===== config.mk =====
export PLATFORM = sky130hd
export DESIGN_NAME = record_ring_fifo_unit
export DESIGN_NICKNAME = d
export VERILOG_FILES = /design/src/hdl/rrf_pkg.sv /design/src/hdl/record_ring_fifo_unit.sv /design/src/hdl/rrf_front.sv /design/src/hdl/rrf_cmd_queue.sv /design/src/hdl/rrf_back.sv
export VERILOG_INCLUDE_DIRS = /design/src /design/src/hdl
export SDC_FILE = /design/constraint.sdc
export NUM_CORES = 2
export LEC_CHECK = 0
export BUFFER_PORTS_ARGS = -buffer_cell sky130_fd_sc_hd__buf_2
export CAP_MARGIN = 20
export CORE_MARGIN = 4
export CORE_UTILIZATION = 60
export DETAILED_ROUTE_END_ITERATION = 8
export GPL_TIMING_DRIVEN = 0
export PLACE_DENSITY = 0.77
export REMOVE_ABC_BUFFERS = 1
export SYNTH_ARGS = -nofsm -noshare
export SYNTH_HDL_FRONTEND = slang
export SYNTH_MEMORY_MAX_BITS = 65536
export SYNTH_SLANG_ARGS = --single-unit
export TNS_END_PERCENT = 50

===== constraint.sdc =====
create_clock -name clock -period 7.3 [get_ports clock]
set_clock_uncertainty 0.05 [all_clocks]
set_input_delay 0.73 -clock clock [delete_from_list [all_inputs] [get_ports clock]]
set_output_delay 0.73 -clock clock [all_outputs]
set_load 0.1 [all_outputs]

===== src/hdl/assert_macros.svh =====
// Assertion macros shared by the record ring FIFO RTL.
// Included by the modules that carry concurrent assertions; no other dependencies.
`ifndef ASSERT_MACROS_SVH
`define ASSERT_MACROS_SVH
`ifndef ASSERT_OFF
// Check a condition at every clock edge outside reset
`define ASSERT_ALWAYS(lbl, clk, rst, cond, msg) \
   lbl: assert property (@(posedge clk) disable iff (rst) (cond)) else $error(msg);
// Check that a condition implies another in the same cycle
`define ASSERT_IMPLY(lbl, clk, rst, ante, cons, msg) \
   lbl: assert property (@(posedge clk) disable iff (rst) (ante) |-> (cons)) else $error(msg);
// Check that a condition implies another in the next cycle
`define ASSERT_NEXT(lbl, clk, rst, ante, cons, msg) \
   lbl: assert property (@(posedge clk) disable iff (rst) (ante) |=> (cons)) else $error(msg);
`else
`define ASSERT_ALWAYS(lbl, clk, rst, cond, msg)
`define ASSERT_IMPLY(lbl, clk, rst, ante, cons, msg)
`define ASSERT_NEXT(lbl, clk, rst, ante, cons, msg)
`endif
`endif


===== src/hdl/rrf_pkg.sv =====
// Types and constants shared by the record ring FIFO modules.
// No dependencies.
package rrf_pkg;

   // Field widths of requests and results
   localparam int STATUS_W = 3;
   localparam int BYTE_W8  = 8;
   localparam int LEN_W    = 6;
   localparam int HELD_W   = 5;
   localparam int SLOTS_CFG_W = 5;
   localparam int SLOT_FIELD_W = 8;

   // Result status codes
   localparam logic [STATUS_W-1:0] ST_BYTE   = 3'd0;
   localparam logic [STATUS_W-1:0] ST_COMMIT = 3'd1;
   localparam logic [STATUS_W-1:0] ST_FULL   = 3'd2;
   localparam logic [STATUS_W-1:0] ST_EMPTY  = 3'd3;
   localparam logic [STATUS_W-1:0] ST_LONG   = 3'd4;

   // Request types
   localparam logic REQ_WRITE = 1'b0;
   localparam logic REQ_READ  = 1'b1;

   // Configuration register indexes and reset values
   localparam logic CSR_SLOTS = 1'b0;
   localparam logic CSR_BYTES = 1'b1;
   localparam logic [SLOTS_CFG_W-1:0] SLOTS_CFG_RESET = 5'd16;
   localparam logic [LEN_W-1:0]       BYTES_CFG_RESET = 6'd32;

   // Queue depths
   localparam int CMDQ_DEPTH = 2;
   localparam int ODEPTH     = 4;

   typedef enum logic [1:0] {
      REJ_NONE,
      REJ_FULL,
      REJ_LONG
   } rrf_rej_type;

   typedef enum logic [1:0] {
      BK_IDLE,
      BK_LEN,
      BK_STREAM
   } rrf_back_state_type;

   // Command from front to back: a ready-made status or a record read
   typedef struct packed {
      logic                    is_read;
      logic [STATUS_W-1:0]     status;
      logic [LEN_W-1:0]        length;
      logic [HELD_W-1:0]       held;
      logic [SLOT_FIELD_W-1:0] slot;
   } rrf_cmd_type;

   // Store writes from front to back
   typedef struct packed {
      logic                    byte_we;
      logic                    len_we;
      logic [SLOT_FIELD_W-1:0] slot;
      logic [LEN_W-1:0]        pos;
      logic [BYTE_W8-1:0]      data;
      logic [LEN_W-1:0]        len;
   } rrf_wr_type;

   // One result item
   typedef struct packed {
      logic [STATUS_W-1:0] status;
      logic [BYTE_W8-1:0]  out_byte;
      logic [LEN_W-1:0]    length;
      logic                last;
      logic [HELD_W-1:0]   held;
   } rrf_rsp_type;

endpackage


===== src/hdl/record_ring_fifo_unit.sv =====
// Top level of the record ring FIFO: front end, command queue and back end.
// Depends on rrf_pkg, rrf_front, rrf_cmd_queue and rrf_back.
//
// A ring of SLOTS record slots, each up to MAX_RECORD_BYTES bytes. Write bytes are taken one
// per cycle while full is low; the final byte gives a single commit, full or too-long status.
// A read request on an empty ring gives one empty status; otherwise the back end looks up the
// record length and then drains the oldest record one byte per cycle while the result queue
// has room, and full stays high until its last byte address is issued to the record store.
// Full also rises while the two-entry command queue between front and back is full. A status
// result passes through the command queue, the issue stage and the result queue; a read byte
// passes the command queue, length lookup, drain sequencer, issue stage and store read, then
// the result queue, which holds four entries, so pop may stall freely. Store contents are
// undefined until written and no clearing pass runs after reset.
module record_ring_fifo_unit #(
   parameter int SLOTS            = 16,
   parameter int MAX_RECORD_BYTES = 32
) (
   input  logic                              clock,
   input  logic                              reset,
   // configuration
   input  logic                              valid,
   output logic                              ready,
   input  logic                              csr_index,
   input  logic [rrf_pkg::LEN_W-1:0]         csr_data,
   // requests
   input  logic                              push,
   output logic                              full,
   input  logic                              req_type,
   input  logic [rrf_pkg::BYTE_W8-1:0]       req_data_byte,
   input  logic                              req_last_byte,
   // results
   output logic                              empty,
   input  logic                              pop,
   output logic [rrf_pkg::STATUS_W-1:0]      rsp_status,
   output logic [rrf_pkg::BYTE_W8-1:0]       rsp_out_byte,
   output logic [rrf_pkg::LEN_W-1:0]         rsp_record_length,
   output logic                              rsp_last_out,
   output logic [rrf_pkg::HELD_W-1:0]        rsp_records_held
);

   logic                 q_full, q_push, q_valid, q_pop, read_done;
   rrf_pkg::rrf_cmd_type q_cmd, q_head;
   rrf_pkg::rrf_wr_type  wr;
   rrf_pkg::rrf_rsp_type rsp;

   // Configuration writes are always taken
   assign ready = 1'b1;

   rrf_front #(
      .SLOTS            (SLOTS),
      .MAX_RECORD_BYTES (MAX_RECORD_BYTES)
   ) u_front (
      .clock         (clock),
      .reset         (reset),
      .csr_valid     (valid),
      .csr_index     (csr_index),
      .csr_data      (csr_data),
      .push          (push),
      .full          (full),
      .req_type      (req_type),
      .req_data_byte (req_data_byte),
      .req_last_byte (req_last_byte),
      .q_full        (q_full),
      .q_push        (q_push),
      .q_cmd         (q_cmd),
      .wr            (wr),
      .read_done     (read_done)
   );

   rrf_cmd_queue u_cmd_queue (
      .clock    (clock),
      .reset    (reset),
      .push     (q_push),
      .push_cmd (q_cmd),
      .full     (q_full),
      .pop      (q_pop),
      .valid    (q_valid),
      .head     (q_head)
   );

   rrf_back #(
      .SLOTS            (SLOTS),
      .MAX_RECORD_BYTES (MAX_RECORD_BYTES)
   ) u_back (
      .clock     (clock),
      .reset     (reset),
      .wr        (wr),
      .cmd_valid (q_valid),
      .cmd_head  (q_head),
      .cmd_pop   (q_pop),
      .read_done (read_done),
      .pop       (pop),
      .empty     (empty),
      .rsp       (rsp)
   );

   // Unpack the oldest result onto its ports
   assign rsp_status        = rsp.status;
   assign rsp_out_byte      = rsp.out_byte;
   assign rsp_record_length = rsp.length;
   assign rsp_last_out      = rsp.last;
   assign rsp_records_held  = rsp.held;

endmodule


===== src/hdl/rrf_front.sv =====
// Front end of the record ring FIFO: configuration, slot pointers and request classification.
// Depends on rrf_pkg and assert_macros.svh.
`include "assert_macros.svh"
module rrf_front #(
   parameter int SLOTS            = 16,
   parameter int MAX_RECORD_BYTES = 32
) (
   input  logic                                 clock,
   input  logic                                 reset,
   input  logic                                 csr_valid,
   input  logic                                 csr_index,
   input  logic [rrf_pkg::LEN_W-1:0]            csr_data,
   input  logic                                 push,
   output logic                                 full,
   input  logic                                 req_type,
   input  logic [rrf_pkg::BYTE_W8-1:0]          req_data_byte,
   input  logic                                 req_last_byte,
   input  logic                                 q_full,
   output logic                                 q_push,
   output rrf_pkg::rrf_cmd_type                 q_cmd,
   output rrf_pkg::rrf_wr_type                  wr,
   input  logic                                 read_done
);

   localparam int SLOT_W = $clog2(SLOTS);
   localparam int CNT_W  = $clog2(SLOTS + 1);
   localparam int CMP_W  = (SLOT_W + 1 > 5) ? SLOT_W + 1 : 5;

   logic [rrf_pkg::SLOTS_CFG_W-1:0] slots_cfg_ff;
   logic [rrf_pkg::LEN_W-1:0]       bytes_cfg_ff;
   logic [SLOT_W-1:0]               rslot_ff, rslot_in;
   logic [SLOT_W-1:0]               wslot_ff, wslot_in;
   logic [CNT_W-1:0]                count_ff, count_in;
   logic [rrf_pkg::LEN_W-1:0]       pos_ff, pos_in;
   rrf_pkg::rrf_rej_type            rej_ff, rej_in;
   logic                            read_busy_ff, read_busy_in;

   logic [CMP_W-1:0]                eff_slots;
   logic [rrf_pkg::LEN_W-1:0]       eff_bytes;
   logic                            accept;

   // Step a slot pointer, wrapping at the slots in use
   function automatic logic [SLOT_W-1:0] next_slot(input logic [SLOT_W-1:0] s,
                                                    input logic [CMP_W-1:0]  lim);
      logic [CMP_W-1:0] n;
      n = CMP_W'(s) + CMP_W'(1);
      return (n >= lim) ? '0 : SLOT_W'(n);
   endfunction

   // Hold the configuration registers
   always_ff @(posedge clock) begin
      if (reset) begin
         slots_cfg_ff <= rrf_pkg::SLOTS_CFG_RESET;
         bytes_cfg_ff <= rrf_pkg::BYTES_CFG_RESET;
      end else if (csr_valid) begin
         case (csr_index)
            rrf_pkg::CSR_SLOTS: slots_cfg_ff <= csr_data[rrf_pkg::SLOTS_CFG_W-1:0];
            rrf_pkg::CSR_BYTES: bytes_cfg_ff <= csr_data;
            default:            slots_cfg_ff <= slots_cfg_ff;
         endcase
      end
   end

   // Saturate the registers to the sizes the storage supports; a zero register counts as one
   always_comb begin
      if (slots_cfg_ff == '0) begin
         eff_slots = CMP_W'(1);
      end else if (CMP_W'(slots_cfg_ff) > CMP_W'(SLOTS)) begin
         eff_slots = CMP_W'(SLOTS);
      end else begin
         eff_slots = CMP_W'(slots_cfg_ff);
      end
      if (bytes_cfg_ff == '0) begin
         eff_bytes = rrf_pkg::LEN_W'(1);
      end else if (7'(bytes_cfg_ff) > 7'(MAX_RECORD_BYTES)) begin
         eff_bytes = rrf_pkg::LEN_W'(MAX_RECORD_BYTES);
      end else begin
         eff_bytes = bytes_cfg_ff;
      end
   end

   // Hold off requests while a record drains or the command queue is full
   assign full   = q_full | read_busy_ff;
   assign accept = push & ~full;

   // Classify each request and update the ring state
   always_comb begin
      logic                 first;
      rrf_pkg::rrf_rej_type rej_v;
      logic [rrf_pkg::LEN_W-1:0] pos_v;
      logic [SLOT_W-1:0]    rs;

      rslot_in     = rslot_ff;
      wslot_in     = wslot_ff;
      count_in     = count_ff;
      pos_in       = pos_ff;
      rej_in       = rej_ff;
      read_busy_in = read_busy_ff & ~read_done;
      q_push       = 1'b0;
      q_cmd        = '0;
      wr           = '0;
      wr.slot      = rrf_pkg::SLOT_FIELD_W'(wslot_ff);
      wr.pos       = pos_ff;
      wr.data      = req_data_byte;
      first        = (pos_ff == '0) && (rej_ff == rrf_pkg::REJ_NONE);
      rej_v        = rej_ff;
      pos_v        = pos_ff;
      rs           = next_slot(rslot_ff, eff_slots);

      if (accept && req_type == rrf_pkg::REQ_WRITE) begin
         // Full check on the first byte, length check on every stored byte
         if (first && CMP_W'(count_ff) >= eff_slots) begin
            rej_v = rrf_pkg::REJ_FULL;
         end
         if (rej_v == rrf_pkg::REJ_NONE) begin
            if (pos_ff >= eff_bytes) begin
               rej_v = rrf_pkg::REJ_LONG;
            end else begin
               wr.byte_we = 1'b1;
               pos_v      = pos_ff + rrf_pkg::LEN_W'(1);
            end
         end
         pos_in = pos_v;
         rej_in = rej_v;
         if (req_last_byte) begin
            q_push       = 1'b1;
            q_cmd.is_read = 1'b0;
            pos_in       = '0;
            rej_in       = rrf_pkg::REJ_NONE;
            if (rej_v == rrf_pkg::REJ_NONE) begin
               // Commit the record
               wr.len_we    = 1'b1;
               wr.len       = pos_v;
               wslot_in     = next_slot(wslot_ff, eff_slots);
               count_in     = count_ff + CNT_W'(1);
               q_cmd.status = rrf_pkg::ST_COMMIT;
               q_cmd.length = pos_v;
               q_cmd.held   = rrf_pkg::HELD_W'(count_ff + CNT_W'(1));
            end else begin
               // Drop the record and report why
               q_cmd.status = (rej_v == rrf_pkg::REJ_FULL) ? rrf_pkg::ST_FULL
                                                           : rrf_pkg::ST_LONG;
               q_cmd.held   = rrf_pkg::HELD_W'(count_ff);
            end
         end
      end else if (accept) begin
         q_push = 1'b1;
         if (count_ff == '0) begin
            q_cmd.status = rrf_pkg::ST_EMPTY;
            q_cmd.held   = '0;
         end else begin
            // Hand the oldest slot to the back end and advance
            q_cmd.is_read = 1'b1;
            q_cmd.status  = rrf_pkg::ST_BYTE;
            q_cmd.slot    = rrf_pkg::SLOT_FIELD_W'(rslot_ff);
            q_cmd.held    = rrf_pkg::HELD_W'(count_ff - CNT_W'(1));
            count_in      = count_ff - CNT_W'(1);
            read_busy_in  = 1'b1;
            if (rs == wslot_ff && pos_ff == '0) begin
               rslot_in = '0;
               wslot_in = '0;
            end else begin
               rslot_in = rs;
            end
         end
      end
   end

   // Hold the ring state
   always_ff @(posedge clock) begin
      if (reset) begin
         rslot_ff     <= '0;
         wslot_ff     <= '0;
         count_ff     <= '0;
         pos_ff       <= '0;
         rej_ff       <= rrf_pkg::REJ_NONE;
         read_busy_ff <= 1'b0;
      end else begin
         rslot_ff     <= rslot_in;
         wslot_ff     <= wslot_in;
         count_ff     <= count_in;
         pos_ff       <= pos_in;
         rej_ff       <= rej_in;
         read_busy_ff <= read_busy_in;
      end
   end

   `ASSERT_IMPLY(a_wr_while_idle, clock, reset, wr.byte_we, !read_busy_ff, "byte stored during drain")
   `ASSERT_ALWAYS(a_count_bound, clock, reset, count_ff <= CNT_W'(SLOTS), "record count overflow")
   `ASSERT_IMPLY(a_full_rej_pos, clock, reset, rej_ff == rrf_pkg::REJ_FULL, pos_ff == '0, "full reject with bytes")

endmodule


===== src/hdl/rrf_cmd_queue.sv =====
// Short command queue between the front and back ends of the record ring FIFO.
// Depends on rrf_pkg.
module rrf_cmd_queue (
   input  logic                 clock,
   input  logic                 reset,
   input  logic                 push,
   input  rrf_pkg::rrf_cmd_type push_cmd,
   output logic                 full,
   input  logic                 pop,
   output logic                 valid,
   output rrf_pkg::rrf_cmd_type head
);

   localparam int PTR_W = $clog2(rrf_pkg::CMDQ_DEPTH);
   localparam int CNT_W = $clog2(rrf_pkg::CMDQ_DEPTH + 1);

   rrf_pkg::rrf_cmd_type entry_ff [rrf_pkg::CMDQ_DEPTH];
   logic [PTR_W-1:0]     wptr_ff, wptr_in;
   logic [PTR_W-1:0]     rptr_ff, rptr_in;
   logic [CNT_W-1:0]     count_ff, count_in;
   logic                 do_push, do_pop;

   assign full    = (count_ff == CNT_W'(rrf_pkg::CMDQ_DEPTH));
   assign valid   = (count_ff != '0);
   assign head    = entry_ff[rptr_ff];
   assign do_push = push & ~full;
   assign do_pop  = pop & valid;

   // Advance the pointers with wrap
   always_comb begin
      wptr_in  = wptr_ff;
      rptr_in  = rptr_ff;
      count_in = count_ff;
      if (do_push) begin
         wptr_in = (wptr_ff == PTR_W'(rrf_pkg::CMDQ_DEPTH - 1)) ? '0 : wptr_ff + PTR_W'(1);
      end
      if (do_pop) begin
         rptr_in = (rptr_ff == PTR_W'(rrf_pkg::CMDQ_DEPTH - 1)) ? '0 : rptr_ff + PTR_W'(1);
      end
      case ({do_push, do_pop})
         2'b10:   count_in = count_ff + CNT_W'(1);
         2'b01:   count_in = count_ff - CNT_W'(1);
         default: count_in = count_ff;
      endcase
   end

   always_ff @(posedge clock) begin
      if (reset) begin
         wptr_ff  <= '0;
         rptr_ff  <= '0;
         count_ff <= '0;
      end else begin
         wptr_ff  <= wptr_in;
         rptr_ff  <= rptr_in;
         count_ff <= count_in;
      end
   end

   // Store the incoming command
   always_ff @(posedge clock) begin
      if (do_push) begin
         entry_ff[wptr_ff] <= push_cmd;
      end
   end

endmodule


===== src/hdl/rrf_back.sv =====
// Back end of the record ring FIFO: record and length stores, drain sequencer, result queue.
// Depends on rrf_pkg and assert_macros.svh.
`include "assert_macros.svh"
module rrf_back #(
   parameter int SLOTS            = 16,
   parameter int MAX_RECORD_BYTES = 32
) (
   input  logic                 clock,
   input  logic                 reset,
   input  rrf_pkg::rrf_wr_type  wr,
   input  logic                 cmd_valid,
   input  rrf_pkg::rrf_cmd_type cmd_head,
   output logic                 cmd_pop,
   output logic                 read_done,
   input  logic                 pop,
   output logic                 empty,
   output rrf_pkg::rrf_rsp_type rsp
);

   localparam int SLOT_W = $clog2(SLOTS);
   localparam int BYTE_W = (MAX_RECORD_BYTES > 1) ? $clog2(MAX_RECORD_BYTES) : 1;
   localparam int ADDR_W = SLOT_W + BYTE_W;
   localparam int DEPTH  = SLOTS * (2 ** BYTE_W);
   localparam int OPTR_W = $clog2(rrf_pkg::ODEPTH);
   localparam int OCNT_W = $clog2(rrf_pkg::ODEPTH + 1);

   logic [rrf_pkg::BYTE_W8-1:0] store_mem [DEPTH];
   logic [rrf_pkg::LEN_W-1:0]   len_mem [SLOTS];
   logic [rrf_pkg::BYTE_W8-1:0] byte_rd_ff;
   logic [rrf_pkg::LEN_W-1:0]   len_rd_ff;

   rrf_pkg::rrf_back_state_type state_ff, state_in;
   logic [SLOT_W-1:0]           slot_ff, slot_in;
   logic [rrf_pkg::HELD_W-1:0]  held_ff, held_in;
   logic [rrf_pkg::LEN_W-1:0]   len_ff, len_in;
   logic [rrf_pkg::LEN_W-1:0]   idx_ff, idx_in;

   logic                        p_valid_ff, p_valid_in;
   rrf_pkg::rrf_rsp_type        p_ff, p_in;
   logic                        p_is_byte_ff, p_is_byte_in;

   rrf_pkg::rrf_rsp_type        ofifo_ff [rrf_pkg::ODEPTH];
   logic [OPTR_W-1:0]           owptr_ff, orptr_ff;
   logic [OCNT_W-1:0]           ocount_ff;
   logic                        out_pop;
   logic                        credit_ok;
   logic [ADDR_W-1:0]           wr_addr, rd_addr;
   rrf_pkg::rrf_rsp_type        push_entry;

   assign wr_addr = {wr.slot[SLOT_W-1:0], wr.pos[BYTE_W-1:0]};
   assign rd_addr = {slot_ff, idx_ff[BYTE_W-1:0]};

   // Write and read the record and length stores
   always_ff @(posedge clock) begin
      if (wr.byte_we) begin
         store_mem[wr_addr] <= wr.data;
      end
      if (wr.len_we) begin
         len_mem[wr.slot[SLOT_W-1:0]] <= wr.len;
      end
      byte_rd_ff <= store_mem[rd_addr];
      len_rd_ff  <= len_mem[cmd_head.slot[SLOT_W-1:0]];
   end

   // Issue only when the result queue has room for everything in flight
   assign credit_ok = ((OCNT_W + 1)'(ocount_ff) + (OCNT_W + 1)'(p_valid_ff))
                      < (OCNT_W + 1)'(rrf_pkg::ODEPTH);

   // Sequence commands: pass statuses, look up length, then drain bytes
   always_comb begin
      logic last;
      state_in     = state_ff;
      slot_in      = slot_ff;
      held_in      = held_ff;
      len_in       = len_ff;
      idx_in       = idx_ff;
      cmd_pop      = 1'b0;
      read_done    = 1'b0;
      p_valid_in   = 1'b0;
      p_in         = '0;
      p_is_byte_in = 1'b0;
      last         = (rrf_pkg::LEN_W'(idx_ff + rrf_pkg::LEN_W'(1)) == len_ff);
      case (state_ff)
         rrf_pkg::BK_IDLE: begin
            if (cmd_valid && credit_ok) begin
               cmd_pop = 1'b1;
               if (cmd_head.is_read) begin
                  slot_in  = cmd_head.slot[SLOT_W-1:0];
                  held_in  = cmd_head.held;
                  state_in = rrf_pkg::BK_LEN;
               end else begin
                  p_valid_in  = 1'b1;
                  p_in.status = cmd_head.status;
                  p_in.length = cmd_head.length;
                  p_in.last   = 1'b1;
                  p_in.held   = cmd_head.held;
               end
            end
         end
         rrf_pkg::BK_LEN: begin
            if (len_rd_ff == '0) begin
               read_done = 1'b1;
               state_in  = rrf_pkg::BK_IDLE;
            end else begin
               len_in   = len_rd_ff;
               idx_in   = '0;
               state_in = rrf_pkg::BK_STREAM;
            end
         end
         rrf_pkg::BK_STREAM: begin
            if (credit_ok) begin
               p_valid_in   = 1'b1;
               p_is_byte_in = 1'b1;
               p_in.status  = rrf_pkg::ST_BYTE;
               p_in.length  = len_ff;
               p_in.last    = last;
               p_in.held    = held_ff;
               idx_in       = idx_ff + rrf_pkg::LEN_W'(1);
               if (last) begin
                  read_done = 1'b1;
                  state_in  = rrf_pkg::BK_IDLE;
               end
            end
         end
         default: begin
            state_in = rrf_pkg::BK_IDLE;
         end
      endcase
   end

   always_ff @(posedge clock) begin
      if (reset) begin
         state_ff   <= rrf_pkg::BK_IDLE;
         p_valid_ff <= 1'b0;
      end else begin
         state_ff   <= state_in;
         p_valid_ff <= p_valid_in;
      end
   end

   // Hold the drain context and the issue stage
   always_ff @(posedge clock) begin
      slot_ff      <= slot_in;
      held_ff      <= held_in;
      len_ff       <= len_in;
      idx_ff       <= idx_in;
      p_ff         <= p_in;
      p_is_byte_ff <= p_is_byte_in;
   end

   // Merge the store read data into the issued result
   always_comb begin
      push_entry          = p_ff;
      push_entry.out_byte = p_is_byte_ff ? byte_rd_ff : '0;
   end

   // Result queue
   assign empty   = (ocount_ff == '0);
   assign rsp     = ofifo_ff[orptr_ff];
   assign out_pop = pop & ~empty;

   always_ff @(posedge clock) begin
      if (reset) begin
         owptr_ff  <= '0;
         orptr_ff  <= '0;
         ocount_ff <= '0;
      end else begin
         if (p_valid_ff) begin
            owptr_ff <= (owptr_ff == OPTR_W'(rrf_pkg::ODEPTH - 1)) ? '0
                                                                   : owptr_ff + OPTR_W'(1);
         end
         if (out_pop) begin
            orptr_ff <= (orptr_ff == OPTR_W'(rrf_pkg::ODEPTH - 1)) ? '0
                                                                   : orptr_ff + OPTR_W'(1);
         end
         case ({p_valid_ff, out_pop})
            2'b10:   ocount_ff <= ocount_ff + OCNT_W'(1);
            2'b01:   ocount_ff <= ocount_ff - OCNT_W'(1);
            default: ocount_ff <= ocount_ff;
         endcase
      end
   end

   always_ff @(posedge clock) begin
      if (p_valid_ff) begin
         ofifo_ff[owptr_ff] <= push_entry;
      end
   end

   `ASSERT_ALWAYS(a_ocount_bound, clock, reset, ocount_ff <= OCNT_W'(rrf_pkg::ODEPTH), "result queue overflow")
   `ASSERT_ALWAYS(a_credit, clock, reset, ((OCNT_W + 1)'(ocount_ff) + (OCNT_W + 1)'(p_valid_ff)) <= (OCNT_W + 1)'(rrf_pkg::ODEPTH), "issue beyond credit")
   `ASSERT_IMPLY(a_stream_idx, clock, reset, state_ff == rrf_pkg::BK_STREAM, idx_ff < len_ff, "drain index past length")
   `ASSERT_NEXT(a_len_to_stream, clock, reset, state_ff == rrf_pkg::BK_LEN && len_rd_ff != '0, state_ff == rrf_pkg::BK_STREAM && idx_ff == '0, "drain did not start")

endmodule


Word-level counts from Yosys, hierarchy flattened. Memory sizes are Yosys's and may differ from the RTL's. A register that Yosys moved wholly into a read port is not among the register bits. Cells that the tools add are included.

Logic and storage cells: 215. Register bits after elaboration: 84. RAM bits: 4330. Output and inout port bits: 26. Input port bits: 22. Memories: 4.

Order comparisons: 7. $add $sub $neg: 15. Equality and inequality tests: 20. Multiplexer cells: 96. Bitwise operators: 17. Reduce and logical (&&, ||, !) cells: 31.

Memories: u_back.store_mem (depth 512, bits a word 8, read ports 1, clocked after Yosys merged registers in 1, write ports 1, RTL line rrf_back.sv:27) `logic [rrf_pkg::BYTE_W8-1:0] store_mem [DEPTH];`; u_back.len_mem (depth 16, bits a word 6, read ports 1, clocked after Yosys merged registers in 1, write ports 1, RTL line rrf_back.sv:28) `logic [rrf_pkg::LEN_W-1:0] len_mem [SLOTS];`; u_back.ofifo_ff (depth 4, bits a word 23, read ports 1, clocked after Yosys merged registers in 1, write ports 1, RTL line rrf_back.sv:42) `rrf_pkg::rrf_rsp_type ofifo_ff [rrf_pkg::ODEPTH];`; u_cmd_queue.entry_ff (depth 2, bits a word 23, read ports 1, clocked after Yosys merged registers in 1, write ports 1, RTL line rrf_cmd_queue.sv:17) `rrf_pkg::rrf_cmd_type entry_ff [rrf_pkg::CMDQ_DEPTH];`.

Operator list (count): two-way mux 6 bit (11); two-way mux 4 bit (12); two-way mux 5 bit (9); two-way mux 12 bit (3); two-way mux 2 bit (17); two-way mux 1 bit (31); one-hot mux 12 bit (2 select lines) (1); logical NOT 6 bit (3); two-way mux 8 bit (2); >= comparator 5 bit (3); two-way mux 14 bit (1); two-way mux 13 bit (1); adder 6 x 1 -> 6 bit (second input constant) (2); == test 2 bit (second input constant) (6); one-hot mux 6 bit (2 select lines) (1); AND reduction 3 bit (4); nonzero test 2 bit (6); inverter 1 bit (11); adder 4 x 1 -> 5 bit (second input constant) (2); logical NOT 5 bit (2); == test 2 x 1 -> 1 bit (second input constant) (4); logical NOT 2 bit (4); != test 2 x 1 -> 1 bit (second input constant) (4); != test 2 bit (second input constant) (4); other kinds (27) (42).

Logic depth before layout (Yosys ltp).
Depth in word-level cells: 16. Depth in mapped cells: 15. Depth with buffers taken out: 12.

Modules after synthesis. Synthesis repeated with hierarchy kept, for this count alone.

Cell total of the unflattened synthesis: 8973. Area, all modules: 174462.3 um^2.

Modules (own cells, without submodules): rrf_back (cells an instance 8511, area an instance 169794.1 um^2, times used 1, sequential area each 130114.8 um^2); rrf_front (cells an instance 363, area an instance 2780.2 um^2, times used 1, sequential area each 660.6 um^2); rrf_cmd_queue (cells an instance 97, area an instance 1876.8 um^2, times used 1, sequential area each 1481.4 um^2); record_ring_fifo_unit (cells an instance 2, area an instance 11.3 um^2, times used 1, sequential area each 0.0 um^2).

Worst setup path after synthesis. OpenSTA, ideal clock, no wires.

Path kind: reg2reg. Start: register u_back.ocount_ff[0]. End: register u_back.ocount_ff[2]. Library setup time: 71 ps. Period minus slack after synthesis: 3875 ps. Stages on the path, launching flop included: 10. Arrival time: 3755 ps. Slack: 3425 ps. Path through: dfxtp_1 > nor3_1 > nand2b_1 > inv_1 > ha_1 > inv_1 > fa_1 > xor2_1 > or3_1 > a21oi_1.

Word-level cells in the longest chain between the ends: 5. Elaborated cells on any way between the ends: 9.

RTL lines: start: declaration (RTL line rrf_back.sv:44) `logic [OCNT_W-1:0] ocount_ff;`; start signal: assignment (RTL line rrf_back.sv:177) `2'b10: ocount_ff <= ocount_ff + OCNT_W'(1);`; start signal: assignment (RTL line rrf_back.sv:178) `2'b01: ocount_ff <= ocount_ff - OCNT_W'(1);`; start signal: assignment (RTL line rrf_back.sv:179) `default: ocount_ff <= ocount_ff;`; logical NOT 3 bit * (RTL line rrf_back.sv:158) `assign empty = (ocount_ff == '0);`; net empty (RTL line record_ring_fifo_unit.sv:32) `output logic empty,`; inverter 1 bit * (RTL line rrf_back.sv:160) `assign out_pop = pop & ~empty;`; AND 1 bit * (RTL line rrf_back.sv:160); net u_back.out_pop (RTL line rrf_back.sv:45) `logic out_pop;`; == test 2 x 1 -> 1 bit / == test 2 bit (equally long branches) (RTL line rrf_back.sv:176) `case ({p_valid_ff, out_pop})`; one-hot mux 3 bit (2 select lines) / nonzero test 2 bit (equally long branches).

Mark *: on every way through the listed nets, which the timed path passes. The rest lies on a longest branch. A chain may end at the register's enable or synchronous reset.

==> results.txt <==
- The number of global-route vias before repair is 94.4k.
* Combined global-route utilization of all metal layers: 32.4%
- DR vias/cell: 7.22
* Placer congestion estimate: 0.853
- Across all setup checks in the final design, the least slack found is 617 ps.
- Synthesis produced 8681 cells.
* Family of cells with the greatest summed delay on the critical path: buffers and inverters
- Latest clock arrival within the worst-skew pair: 950 ps
- The flow ran to the end, and the final reports show no timing, DRC or antenna violations.
- Across the run, the number of max-cap violations was 0.
- Number of resized instances in the post-cts repair step: 0
* Area share of the largest cell type after synthesis: 75.3%
- Once layout is complete, the cells apart from fillers number 13.1k.
* Post-CTS Setup Inserts: 0
- Total setup violations reported at the end of the flow: 0
* Cell with the most instances after synthesis: edfxtp_1
- Clock-pin slew was measured on the worst setup and hold paths at 60 ps.
- Count of yosys warnings during synthesis: 0
* Largest vdd supply drop: 0.273 mV
- Main area contributors after synthesis: edfxtp_1, mux4_2, nor2_1, nand2_1, dfxtp_1
- The worst setup path is captured at a flop.
- TritonCTS built the clock tree.
- Ys async rst share: 0%
* Starting utilization of the core area: 60.2%
- The hold violation count in the final report was 0.
- The tree is rooted in a clkbuf_16.
* Most common cell on crit path: buf_16
- The pre-antenna-repair detailed-routing pass consisted of 7 iterations.
- Initial detailed-routing violation count: 16.4k
- 48 I/O pins were placed.
- Remaining global-route overflow: 0
* Worst path cell trace: buf_8, buf_16, buf_16, buf_16, buf_16, buf_8, buf_16, buf_16, buf_16, buf_16, buf_16, mux4_2, o22ai_1, nor2_1, o21ai_0, nand4_1, a22o_1, a311o_1
* Final HPWL from detailed placement: 294 mm
* Hold-fix buffers, CTS: 0
* Final hold slack: 84.1 ps
- Place WS: 1000 ps
* Count of flip-flops with a built-in enable after synthesis: 4343
- Maximum fanout encountered on the critical timing path: 15
- The post-route netlist has 22.0% of its cells at a drive strength greater than 1.
- Netlist area before placement: 173000 um^2
- Once placement completed, the tool counted placed cells totaling 12.3k.
- Pwr dens: 338 nW/um^2
- In the routed design, unresolved DRC markers number 0.
- The worst path uses 91.5% of the clock period.
- Together, buffers and inverters on the worst path number 11.
- Summing all placed instances gives a cell area of 182000 um^2.
- Total number of vias: 94.5k
* First-pass GRT wire length: 693 mm
- Area inside the core boundary: 288000 um^2
- Pin count of the biggest net entering global routing: 172
* Area delta synth->final: 13.1%
* H-tree depth: 5
- Register bit total from synthesis: 4423
* Required arrival time at the worst endpoint: 8060 ps
- Maximum root-to-sink buffer count: 4
- The largest individual stage delay along the critical path comes from the cell o21ai_0.
- The floorplan has 197 rows.
- In this run, CTS created clock tree buffers numbering 421.
- Headroom to the max-slew limit came out at 11.9%.
* Timing-limited maximum frequency: 150 MHz
- Remaining antenna violation count after routing: 0
- Post-Route WL: 490 mm
- Synth cell types: 93
* CP peak stage delay: 990 ps
* Crit start category: flop
- The critical path is of the reg2reg type.
- Setup repair after global routing left no endpoint under its margin.
* Average cell area after synthesis: 20.0 um^2
* Number of antenna violations at the first check in global routing: 32
- Per-cell routed wire length: 37.4 um
* Height of the die: 545 um
- Cell taking the most area after synthesis: edfxtp_1
* Utilization of the core after routing: 68.1%
- Crit path arrival time: 7440 ps
- Max Transition Viols Final: 0
* Die ar.: 297000 um^2
* Min-Delay Path Class: in2reg
* Leakage component of the power: 61.5 nW
* Period minus WS final: 6680 ps
- The share of the Yosys chip area taken by registers is 76.2%.
* Post-route standard cell area excluding fillers: 196000 um^2
- The commonest cells after synthesis are edfxtp_1, mux4_2, nor2_1.
* Transition time of the tightest slew-check pin: 1310 ps
* Die extent in x: 545 um
- Net count reported at finish: 9000
- Among all flip-flop cells after synthesis, the most frequent one is edfxtp_1.
- Number of I/O port buffers: 46
- In this run the register-to-register setup slack is 620 ps.
- CTS sink count: 4423
## path summary, 6_finish.rpt
path	start	end	depth (start not counted)
setup / recovery	u_back.idx_ff[0]	u_back.byte_rd_ff[5]	18
hold / removal	csr_data[0]	u_front.slots_cfg_ff[0]	3
setup reg to reg	u_back.idx_ff[0]	u_back.byte_rd_ff[5]	18
hold reg to reg	u_back.len_rd_ff[0]	u_back.len_ff[0]	0
## cell usage in the layout, fill, tap and decap left out, types with 41 or more instances in the layout
cell type  count
dfxtp_1       79
bufinv_16     41
nand3_1      101
mux2_2        49
a31oi_1       99
a21oi_1       94
edfxtp_1    4343
mux2i_1      133
clkbuf_1      85
buf_16       222
o21ai_0      160
and3_1        51
clkbuf_16    426
nand2_1      589
clkinv_1     102
o22ai_1       92
mux4_2       984
o221ai_1      45
a22oi_1       55
clkinv_2      77
nor2_1       713
and2_1        43
## metrics by stage
step | power (mW) | TNS, ps
finish | 66.3 | 0
global route | 67.7 | 0
CTS | 65.8 | 0
detailed placement | 44.3 | 0
global placement | 41.3 | -8433690
floorplan | 38.5 | -596760
## layer usage
layer	up-vias	wire length [um]	global-route usage [%]
li1	36000	-	-
met1	48000	159000	42.2
met2	8653	227000	49.1
met3	1886	67900	10.1
met4	18	36100	18.7
met5	-	151	0
## power by group
group	total [mW]	internal, mW	switching (mW)
logic	16.0	6.70	9.34
clock network	21.8	12.3	9.51
registers	28.5	28.2	0.304
## logic make-up after synthesis
group | after synthesis | share of synthesized area (%)
muxes | 1197 | 14.3
xor gates and xnor gates | 32 | 0.170
other | 1 | 0.00216
DFF | 4423 | 76.2
adders and majority gates | 44 | 0.318
and+or+nand+nor | 1701 | 4.17
AOI/OAI and AO/OA | 735 | 2.82
buffers and inverters | 548 | 2.01
## sequential cells by signal, indices dropped and copies added (netlist names), 3 cells and up, named ones only
signal                flops
u_back.held_ff            5
u_back.p_ff              15
u_back.ofifo_ff          92
u_back.slot_ff            4
u_back.len_ff             6
u_back.idx_ff             6
u_front.pos_ff            6
u_front.rslot_ff          4
u_back.len_rd_ff          6
u_front.wslot_ff          4
u_cmd_queue.entry_ff     38
u_front.slots_cfg_ff      5
u_front.count_ff          5
u_front.bytes_cfg_ff      6
u_back.byte_rd_ff         8
u_back.len_mem           96
u_back.ocount_ff          3
u_back.store_mem       4096
## tightest hold or removal path, stage by stage
cell and delay [ps]:
buf_2 130, mux2i_1 80, nor2_1 70
## cell type report
type,count,area (um^2)
diodes,22,55.1
inverters,37,154
flip-flops and latches,4423,132000
well taps,3781,4730
fillers,16300,91700
clock buffers,520,11100
clock inverters,249,2400
multi-input cells,3710,38000
repair buffers,344,7480
Note: power is estimated with default switching activity, not from simulation.
